### config.mk
export PLATFORM = sky130hd
export DESIGN_NAME = software_timer_table
export DESIGN_NICKNAME = d
export VERILOG_FILES = /design/src/rtl/stt_pkg.sv /design/src/rtl/stt_table.sv /design/src/rtl/stt_ctrl.sv /design/src/rtl/software_timer_table.sv
export VERILOG_INCLUDE_DIRS = /design/src /design/src/rtl
export SDC_FILE = /design/constraint.sdc
export NUM_CORES = 2
export LEC_CHECK = 0
export BUFFER_PORTS_ARGS = -buffer_cell sky130_fd_sc_hd__buf_4
export CAP_MARGIN = 20
export CORE_AREA = 4 4 350 352
export DETAILED_ROUTE_END_ITERATION = 6
export DIE_AREA = 0 0 354 356
export GPL_ROUTABILITY_DRIVEN = 0
export GPL_TIMING_DRIVEN = 0
export PLACE_DENSITY_LB_ADDON = 0.1
export SETUP_SLACK_MARGIN = 0.15
export SYNTH_ARGS = -nofsm -noshare
export SYNTH_HDL_FRONTEND = slang
export SYNTH_SLANG_ARGS = --single-unit
### constraint.sdc
create_clock -name clk -period 5.84 [get_ports clk]
set_clock_uncertainty 0.15 [all_clocks]
set_input_delay 0.292 -clock clk [delete_from_list [all_inputs] [get_ports clk]]
set_output_delay 0.292 -clock clk [all_outputs]
set_load 0.02 [all_outputs]
### src/rtl/software_timer_table_assert.svh
// Assertion macros for the software timer table.
// Each macro takes a label, an antecedent, a consequent and a message.
// The clock is clk; the checks are off while rst_n is low.
`ifndef SOFTWARE_TIMER_TABLE_ASSERT_SVH
`define SOFTWARE_TIMER_TABLE_ASSERT_SVH

// The consequent holds in the same cycle as the antecedent.
`define STT_ASSERT_NOW(lbl, ante, cons, msg) \
  lbl: assert property (@(posedge clk) disable iff (!rst_n) (ante) |-> (cons)) \
    else $error(msg);

// The consequent holds in the cycle after the antecedent.
`define STT_ASSERT_NEXT(lbl, ante, cons, msg) \
  lbl: assert property (@(posedge clk) disable iff (!rst_n) (ante) |=> (cons)) \
    else $error(msg);

`endif

### src/rtl/stt_pkg.sv
`timescale 1ns / 1ps
// ----------------------------------------------------------------------------
// Software timer table package
// Shared constants, codes and structures of the timer table.
// ----------------------------------------------------------------------------
package stt_pkg;

  // Number of timer slots and the width of a slot index.
  localparam int NUM_TIMERS = 16;
  localparam int IDX_W = (NUM_TIMERS > 1) ? $clog2(NUM_TIMERS) : 1;

  // Widths of the result fields.
  localparam int SLOT_W = 4;
  localparam int FIRE_W = 16;

  // Command codes.
  typedef enum logic [1:0] {
    ACT_TICK   = 2'd0,
    ACT_CREATE = 2'd1,
    ACT_DELETE = 2'd2,
    ACT_START  = 2'd3
  } action_t;

  // Result status codes.
  typedef enum logic [1:0] {
    STAT_OK   = 2'd0,
    STAT_FULL = 2'd1,
    STAT_BAD  = 2'd2
  } status_t;

  // Controller states.
  typedef enum logic {
    S_IDLE,
    S_SWEEP
  } state_t;

  // One timer entry as stored in the table memory.
  typedef struct packed {
    logic [31:0] period;
    logic [31:0] remaining;
    logic        reload;
    logic        notify;
    logic        spent;
  } entry_t;

  // Access request from the controller to the table.
  typedef struct packed {
    logic             rd_en;
    logic [IDX_W-1:0] rd_addr;
    logic             wr_en;
    logic [IDX_W-1:0] wr_addr;
    entry_t           wr_data;
    logic             use_we;
    logic [IDX_W-1:0] use_addr;
    logic             use_val;
  } tbl_req_t;

  // Occupancy view of the table.
  typedef struct packed {
    logic [NUM_TIMERS-1:0] used;
    logic                  free_found;
    logic [IDX_W-1:0]      free_idx;
  } tbl_stat_t;

  // One result item.
  typedef struct packed {
    status_t           status;
    logic [SLOT_W-1:0] slot;
    logic [FIRE_W-1:0] fire_mask;
    logic [63:0]       tick_count;
  } result_t;

endpackage

### src/rtl/stt_table.sv
`timescale 1ns / 1ps
// ----------------------------------------------------------------------------
// Timer table storage
// Entry memory with registered read data, slot-in-use flags and the
// lowest-free-slot encoder.
// ----------------------------------------------------------------------------
module stt_table
  import stt_pkg::*;
(
  input  logic      clk,
  input  logic      rst_n,
  input  tbl_req_t  req,
  output entry_t    rd_data,
  output tbl_stat_t stat
);

  entry_t                mem [NUM_TIMERS];
  entry_t                rd_data_r;
  logic [NUM_TIMERS-1:0] used_r;
  logic [NUM_TIMERS-1:0] used_nxt;
  logic                  free_found;
  logic [IDX_W-1:0]      free_idx;

  // Entry memory: one write port and one read port, read data registered.
  always_ff @(posedge clk) begin
    if (req.wr_en) begin
      mem[req.wr_addr] <= req.wr_data;
    end
    if (req.rd_en) begin
      rd_data_r <= mem[req.rd_addr];
    end
  end

  // In-use flags; a slot whose flag is clear reads as free.
  always_comb begin
    used_nxt = used_r;
    if (req.use_we) begin
      used_nxt[req.use_addr] = req.use_val;
    end
  end

  always_ff @(posedge clk) begin
    if (!rst_n) begin
      used_r <= '0;
    end else begin
      used_r <= used_nxt;
    end
  end

  // Lowest free slot: scan from the top so the lowest index wins.
  always_comb begin
    free_found = 1'b0;
    free_idx   = '0;
    for (int i = NUM_TIMERS - 1; i >= 0; i--) begin
      if (!used_r[i]) begin
        free_found = 1'b1;
        free_idx   = IDX_W'(i);
      end
    end
  end

  assign rd_data         = rd_data_r;
  assign stat.used       = used_r;
  assign stat.free_found = free_found;
  assign stat.free_idx   = free_idx;

endmodule

### src/rtl/stt_ctrl.sv
`timescale 1ns / 1ps
// ----------------------------------------------------------------------------
// Timer table controller
// Decodes commands, holds the tick gate and tick counter, and sweeps the
// table once per enabled tick, reading every slot and rewriting each in use.
// ----------------------------------------------------------------------------
module stt_ctrl
  import stt_pkg::*;
(
  input  logic        clk,
  input  logic        rst_n,
  input  logic        start,
  output logic        busy,
  input  logic [1:0]  in_action,
  input  logic [31:0] in_period,
  input  logic        in_reload,
  input  logic        in_notify,
  input  logic [3:0]  in_slot_select,
  output tbl_req_t    req,
  input  entry_t      rd_data,
  input  tbl_stat_t   stat,
  output logic        done,
  output result_t     res
);

  localparam logic [IDX_W-1:0] LAST_IDX = IDX_W'(NUM_TIMERS - 1);

  state_t            state_r, state_nxt;
  logic [IDX_W-1:0]  idx_r, idx_nxt;
  logic [FIRE_W-1:0] fire_r, fire_nxt;
  logic [63:0]       ticks_r, ticks_nxt;
  logic              en_r, en_nxt;
  logic [IDX_W-1:0]  sel_idx;
  logic              sel_ok;
  entry_t            upd;
  logic              fire_now;

  // Slot addressed by delete and start, and whether it holds a timer.
  assign sel_idx = IDX_W'(in_slot_select);
  assign sel_ok  = (32'(in_slot_select) < NUM_TIMERS) && stat.used[sel_idx];

  // Countdown update of the entry that the sweep has just read.
  always_comb begin
    upd      = rd_data;
    fire_now = 1'b0;
    if (upd.remaining != 32'd0) begin
      upd.remaining = upd.remaining - 32'd1;
    end
    if ((upd.remaining == 32'd0) && !upd.spent) begin
      fire_now = upd.notify;
      if (upd.reload) begin
        upd.remaining = upd.period;
      end else begin
        upd.spent = 1'b1;
      end
    end
  end

  // Control registers.
  always_ff @(posedge clk) begin
    if (!rst_n) begin
      state_r <= S_IDLE;
      idx_r   <= '0;
      fire_r  <= '0;
      ticks_r <= '0;
      en_r    <= 1'b0;
    end else begin
      state_r <= state_nxt;
      idx_r   <= idx_nxt;
      fire_r  <= fire_nxt;
      ticks_r <= ticks_nxt;
      en_r    <= en_nxt;
    end
  end

  // Command decode and sweep sequencing.
  always_comb begin
    state_nxt      = state_r;
    idx_nxt        = idx_r;
    fire_nxt       = fire_r;
    ticks_nxt      = ticks_r;
    en_nxt         = en_r;
    req            = '0;
    done           = 1'b0;
    res.status     = STAT_OK;
    res.slot       = '0;
    res.fire_mask  = '0;
    res.tick_count = ticks_r;
    busy           = (state_r != S_IDLE);

    unique case (state_r)
      S_IDLE: begin
        if (start) begin
          unique case (action_t'(in_action))
            ACT_TICK: begin
              if (en_r) begin
                // Count the tick and read slot zero to begin the sweep.
                ticks_nxt   = ticks_r + 64'd1;
                req.rd_en   = 1'b1;
                req.rd_addr = '0;
                idx_nxt     = '0;
                fire_nxt    = '0;
                state_nxt   = S_SWEEP;
              end else begin
                done = 1'b1;
              end
            end
            ACT_CREATE: begin
              done = 1'b1;
              if (in_period == 32'd0) begin
                res.status = STAT_BAD;
              end else if (!stat.free_found) begin
                res.status = STAT_FULL;
              end else begin
                req.wr_en             = 1'b1;
                req.wr_addr           = stat.free_idx;
                req.wr_data.period    = in_period;
                req.wr_data.remaining = in_period;
                req.wr_data.reload    = in_reload;
                req.wr_data.notify    = in_notify;
                req.wr_data.spent     = 1'b0;
                req.use_we            = 1'b1;
                req.use_addr          = stat.free_idx;
                req.use_val           = 1'b1;
                res.slot              = SLOT_W'(stat.free_idx);
              end
            end
            ACT_DELETE: begin
              done = 1'b1;
              if (sel_ok) begin
                req.use_we   = 1'b1;
                req.use_addr = sel_idx;
                req.use_val  = 1'b0;
              end else begin
                res.status = STAT_BAD;
              end
            end
            ACT_START: begin
              done = 1'b1;
              if (sel_ok) begin
                en_nxt = 1'b1;
              end else begin
                res.status = STAT_BAD;
              end
            end
          endcase
        end
      end
      S_SWEEP: begin
        // Write back the updated entry and note its expiry.
        if (stat.used[idx_r]) begin
          req.wr_en   = 1'b1;
          req.wr_addr = idx_r;
          req.wr_data = upd;
          if (fire_now && (32'(idx_r) < FIRE_W)) begin
            fire_nxt[4'(idx_r)] = 1'b1;
          end
        end
        if (idx_r == LAST_IDX) begin
          done          = 1'b1;
          res.fire_mask = fire_nxt;
          state_nxt     = S_IDLE;
        end else begin
          req.rd_en   = 1'b1;
          req.rd_addr = idx_r + IDX_W'(1);
          idx_nxt     = idx_r + IDX_W'(1);
        end
      end
      default: begin
        state_nxt = S_IDLE;
      end
    endcase
  end

endmodule

### src/rtl/software_timer_table.sv
`timescale 1ns / 1ps
// ----------------------------------------------------------------------------
// Software timer table
// Table of countdown timers with create, delete, start and tick commands.
// ----------------------------------------------------------------------------
//
//  Channel  | Ports                                  | Transfer
//  ---------+----------------------------------------+-------------------------
//  command  | start, busy, in_*                      | start high, busy low
//  result   | out_strobe, out_*                      | out_strobe, one cycle
//
// Create, delete, start and a tick while the gate is off are answered at once;
// the result shows on the cycle after the transfer. An enabled tick reads every
// slot of the entry memory through its single read port, one slot per cycle,
// rewrites each slot in use and holds busy until the last slot is done, then
// registers its result. Reset clears the in-use flags, the tick gate and the
// tick count at once; no clearing pass is needed. The receiver cannot stall:
// each result is valid for exactly one cycle.
//
module software_timer_table
  import stt_pkg::*;
(
  input  logic        clk,
  input  logic        rst_n,
  input  logic        start,
  output logic        busy,
  input  logic [1:0]  in_action,
  input  logic [31:0] in_period,
  input  logic        in_reload,
  input  logic        in_notify,
  input  logic [3:0]  in_slot_select,
  output logic        out_strobe,
  output logic [1:0]  out_status,
  output logic [3:0]  out_slot,
  output logic [15:0] out_fire_mask,
  output logic [63:0] out_tick_count
);

`include "software_timer_table_assert.svh"

  tbl_req_t  req;
  entry_t    rd_data;
  tbl_stat_t stat;
  logic      done;
  result_t   res;
  logic      strobe_r;
  result_t   res_r;
  logic      quick_cmd;
  logic      refused_res;

  stt_table u_table (
    .clk     (clk),
    .rst_n   (rst_n),
    .req     (req),
    .rd_data (rd_data),
    .stat    (stat)
  );

  stt_ctrl u_ctrl (
    .clk            (clk),
    .rst_n          (rst_n),
    .start          (start),
    .busy           (busy),
    .in_action      (in_action),
    .in_period      (in_period),
    .in_reload      (in_reload),
    .in_notify      (in_notify),
    .in_slot_select (in_slot_select),
    .req            (req),
    .rd_data        (rd_data),
    .stat           (stat),
    .done           (done),
    .res            (res)
  );

  // Result register: the strobe is control, the payload needs no reset.
  always_ff @(posedge clk) begin
    if (!rst_n) begin
      strobe_r <= 1'b0;
    end else begin
      strobe_r <= done;
    end
  end

  always_ff @(posedge clk) begin
    if (done) begin
      res_r <= res;
    end
  end

  assign out_strobe     = strobe_r;
  assign out_status     = res_r.status;
  assign out_slot       = res_r.slot;
  assign out_fire_mask  = res_r.fire_mask;
  assign out_tick_count = res_r.tick_count;

  // Conditions watched by the checks below.
  assign quick_cmd   = start && !busy && (in_action != ACT_TICK);
  assign refused_res = out_strobe && (out_status != STAT_OK);

  // A command other than a tick is answered in the next cycle.
  `STT_ASSERT_NEXT(a_quick_answer, quick_cmd, out_strobe, "command result missing")
  // No result can show while a sweep is still running.
  `STT_ASSERT_NOW(a_no_result_in_sweep, busy, !out_strobe, "result during sweep")
  // A refused command never reports a slot.
  `STT_ASSERT_NOW(a_full_no_slot, refused_res, out_slot == 4'd0, "slot on failure")

endmodule

==> reports/results.txt <==
Dividing the detail-routed wire length by the instance count gives 29.3 um. After detailed routing, the total wire length is 148000 um. The clock transition time at the flip-flop clock pins of the worst setup and hold paths is 0.06 ns. The pin count of the biggest net entering global routing is 68. After global routing the overflow that remains totals 0. After technology mapping, the gate count stands at 2967. The layout overhead on the synthesized area is 17.6%, and the number of placed I/O pins is 131. Including well taps, the total number of placed cells is 4772. The flow ran to the end, and the final reports show no timing, DRC or antenna violations.

Prior to clock tree synthesis, the placed netlist has a worst setup slack of 0.0979 ns. Once routing completed, OpenROAD measured the worst setup slack at 0.313 ns. Buffers placed on the I/O ports in this run total 129.

The number of enable-type register cells in the synthesized netlist is 1225. Setup repair after global routing left no endpoint under its margin. The portion of total power attributed to the clock network was 45.4%.

After synthesis, the netlist uses 72 different library cells. The fraction of power spent switching nets was 20.0%. The floorplan has 127 rows. After detailed routing, the number of vias per cell comes to 6.03. The cell sitting at the root of the clock tree is a clkbuf_16. Leaving out fill and tap cells, the most frequent cells in the layout are edfxtp_1, mux4_2, o21ai_0, nand2_1, clkbuf_1. When the netlist entered floorplanning its net count stood at 3021. Once layout is complete, the cells apart from fillers number 5044.

The clock net in this run drives a total of 1328 sinks. The worst-case IR drop observed on VDD is 0.255 mV. Of the total power, combinational logic draws 1.6%.

The y dimension of the die was 356 um. The commonest register cell after synthesis was edfxtp_1. For the count of filler cells inserted in the layout, the log shows 9701. The tool flagged a number of max-cap violations equal to 0. Summing every instance area after synthesis gives 0.0521 sq mm. For the worst-skew pair, the clock arrives at the later sink with an insertion delay of 0.75 ns.

Buffers inserted during clock tree synthesis total 141. The critical setup path kind is reg2reg. The total power per unit cell area is 319 mW/mm^2. TritonCTS built the clock tree. The tools report the total die area as 0.126 sq mm. The final antenna-violating net count is 0, and the overall via count from detail_route is 30418. The yosys synthesis warning count is 0, and the final hold violation count is 0. The share of the Yosys chip area taken by registers is 74.6%. In this run the standard cell core region covers 0.119 sq mm. The worst reg2reg path startpoint is u_ctrl.idx_r[0]. The tools report the kind of start point of the critical path as a flip-flop. For the portion of total power attributed to sequential cells, the log shows 53.0%. The worst setup path is captured at a flip-flop. The logs give 23.3% for the global router's overall resource usage and 213000 um for the wire length of the first global-routing pass. For the power dissipated by switching net loads, the log shows 3.91 mW. Fraction of the cycle the final worst path needs: 94.6%. The worst min-delay path class is in2reg. The reported leakage power is 19.2 nW. The library cell used most frequently in the layout, excluding fill and tap cells, is edfxtp_1. The critical-path maximum fanout was 10; the net total in the final layout was 3368. The horizontal extent of the die works out to 354 um. Once the floorplan was initialized, standard cells occupied 43.6% of the core. The logs give 30591 for the via count of the first global-routing pass and 3 for the maximum count of clock buffers along a single path. The launch point of the worst hold path was start.

Data on the critical path is required at its endpoint by 6.30 ns. The initial antenna violation count was 3; the flop and latch count out of synthesis was 1328. The first-pass detailed-route iteration total was 7.

At the pin with the least slew margin, the transition time is 1.25 ns. The HPWL after detailed placement is 104000 um. For the worst setup path, the data arrival time is 5.99 ns.

The fraction of layout instances using a drive strength above 1 is 19.3%. The internal portion of the total power is 15.7 mW. The tightest hold path in the finished design has a slack of 0.0838 ns. For this block, the initial DRC count from the detailed router was 3436.

Counting flops with an async set or reset pin after synthesis yields a share of 0%. The routed design could run at a clock period as short as 5.53 ns. The logs give 0 for the count of final max-slew check failures and 0 for the total DRC errors in the routed layout. The tools report the H-tree depth as 4.

The number of setup violations in the final report was 0. The highest clock rate came out at 0.181 GHz. The tools report the origin of the worst setup path as u_ctrl.idx_r[0]. Headroom to the max-slew limit came out at 16.9%.

In this run the post-CTS setup repair buffer count came out at 0. In this run the mean area of a mapped cell was 17.6 sq um.
==> cell families (layout without fill, tap and decap cells) <==
group | Yosys count | in the layout | share of synthesized area [%]
adders and majority gates | 11 | 11 | 0.264
other | 0 | 4 | 0
buffers and inverters | 200 | 661 | 1.51
xor gates and xnor gates | 76 | 76 | 1.28
and+or+nand+nor | 542 | 542 | 5.44
muxes | 229 | 229 | 9.45
AOI/OAI and AO/OA | 581 | 581 | 7.48
DFF | 1328 | 1328 | 74.6
==> worst max-delay path, stage by stage, from the launching register on <==
cell	delay, ns
dfxtp_1	0.36
clkbuf_1	0.52
inv_2	0.37
nand2_1	0.67
clkbuf_1	0.90
clkbuf_1	0.77
clkbuf_1	0.73
o22ai_1	0.17
o21ai_0	0.40
mux4_2	0.32
==> flip-flops by register name (all words and copies together) (netlist names), 2 cells and up <==
name and count:
out_slot 4, out_tick_count 64, out_fire_mask 16, u_ctrl.fire_r 16, u_table.mem 1072, u_ctrl.ticks_r 64, u_ctrl.idx_r 4, u_table.used_r 16
u_table.rd_data 67, out_status 2
==> final timing paths <==
path	to	slack, ns	cells after the start
worst max-delay path	u_table.rd_data[17]	0.31	9
worst min-delay path	out_status[1]	0.08	3
worst max register to register	u_table.rd_data[17]	0.31	9
worst min register to register	out_tick_count[58]	0.29	0
==> through the flow <==
| stage | area (sq um) | power, mW | utilization (%) | TNS (ns) |
|---|---|---|---|---|
| 2_1_floorplan | 52100 | 10.7 | - | -51.10 |
| 3_3_place_gp | 55100 | 10.9 | 46.1 | -4593.10 |
| 3_5_place_dp | 56500 | 10.9 | 47.3 | 0 |
| 4_1_cts | 61100 | 19.7 | 51.2 | 0 |
| 5_1_grt | 61200 | 20.2 | 51.3 | 0 |
| 6_report | 61200 | 19.6 | 51.3 | 0 |
==> cells in the mapped netlist, types with 29 or more instances <==
cell type	n	area (sq um)
a21o_1	32	240
and2_1	71	444
clkbuf_1	142	533
dfxtp_1	103	2060
edfxtp_1	1225	36800
mux4_2	210	4730
nand2_1	184	691
nand3_1	63	315
nand4_1	29	181
nor2_1	59	221
o21ai_0	186	931
o221ai_1	136	1190
o22ai_1	135	845
xnor2_1	53	464
==> power by group through the flow <==
stage,logic [mW],clock network [mW],registers (mW)
finish,0.318,8.88,10.4
global route,0.336,9.47,10.4
CTS,0.318,9.05,10.4
detailed placement,0.314,0,10.6
global placement,0.299,0,10.6
floorplan,0.107,0,10.6
==> area by class of cell <==
type / instances / area [sq um] / share of cell area [%]
flip-flops and latches: 1328 / 38800 / 63.4
multi-input cells: 1439 / 12600 / 20.6
clock buffers: 176 / 3770 / 6.16
repair buffers: 204 / 2370 / 3.88
well taps: 1612 / 2020 / 3.29
clock inverters: 81 / 828 / 1.35
plain buffers: 178 / 713 / 1.16
inverters: 22 / 85.1 / 0.139
diodes: 4 / 10.0 / 0.0163
==> layer usage <==
metal  GRT usage (%)  vias up  share of wire [%]  routed length (um)
li1                -    12871                  -                   -
met1            31.8    15875                 41               61000
met5               0        -              0.027                  40
met3            4.76      267                7.9               11600
met2            37.7     1399                 48               70600
met4            7.41        6                3.2                4690
==> timing repair <==
item | in CTS | in global routing
gates resized for setup | 1 | 7
setup endpoints to repair | 2 | 19
endpoints found under the hold margin | 35 | 0
hold buffers | 6 | 0
No activity file was read; power rests on OpenSTA's default activity.
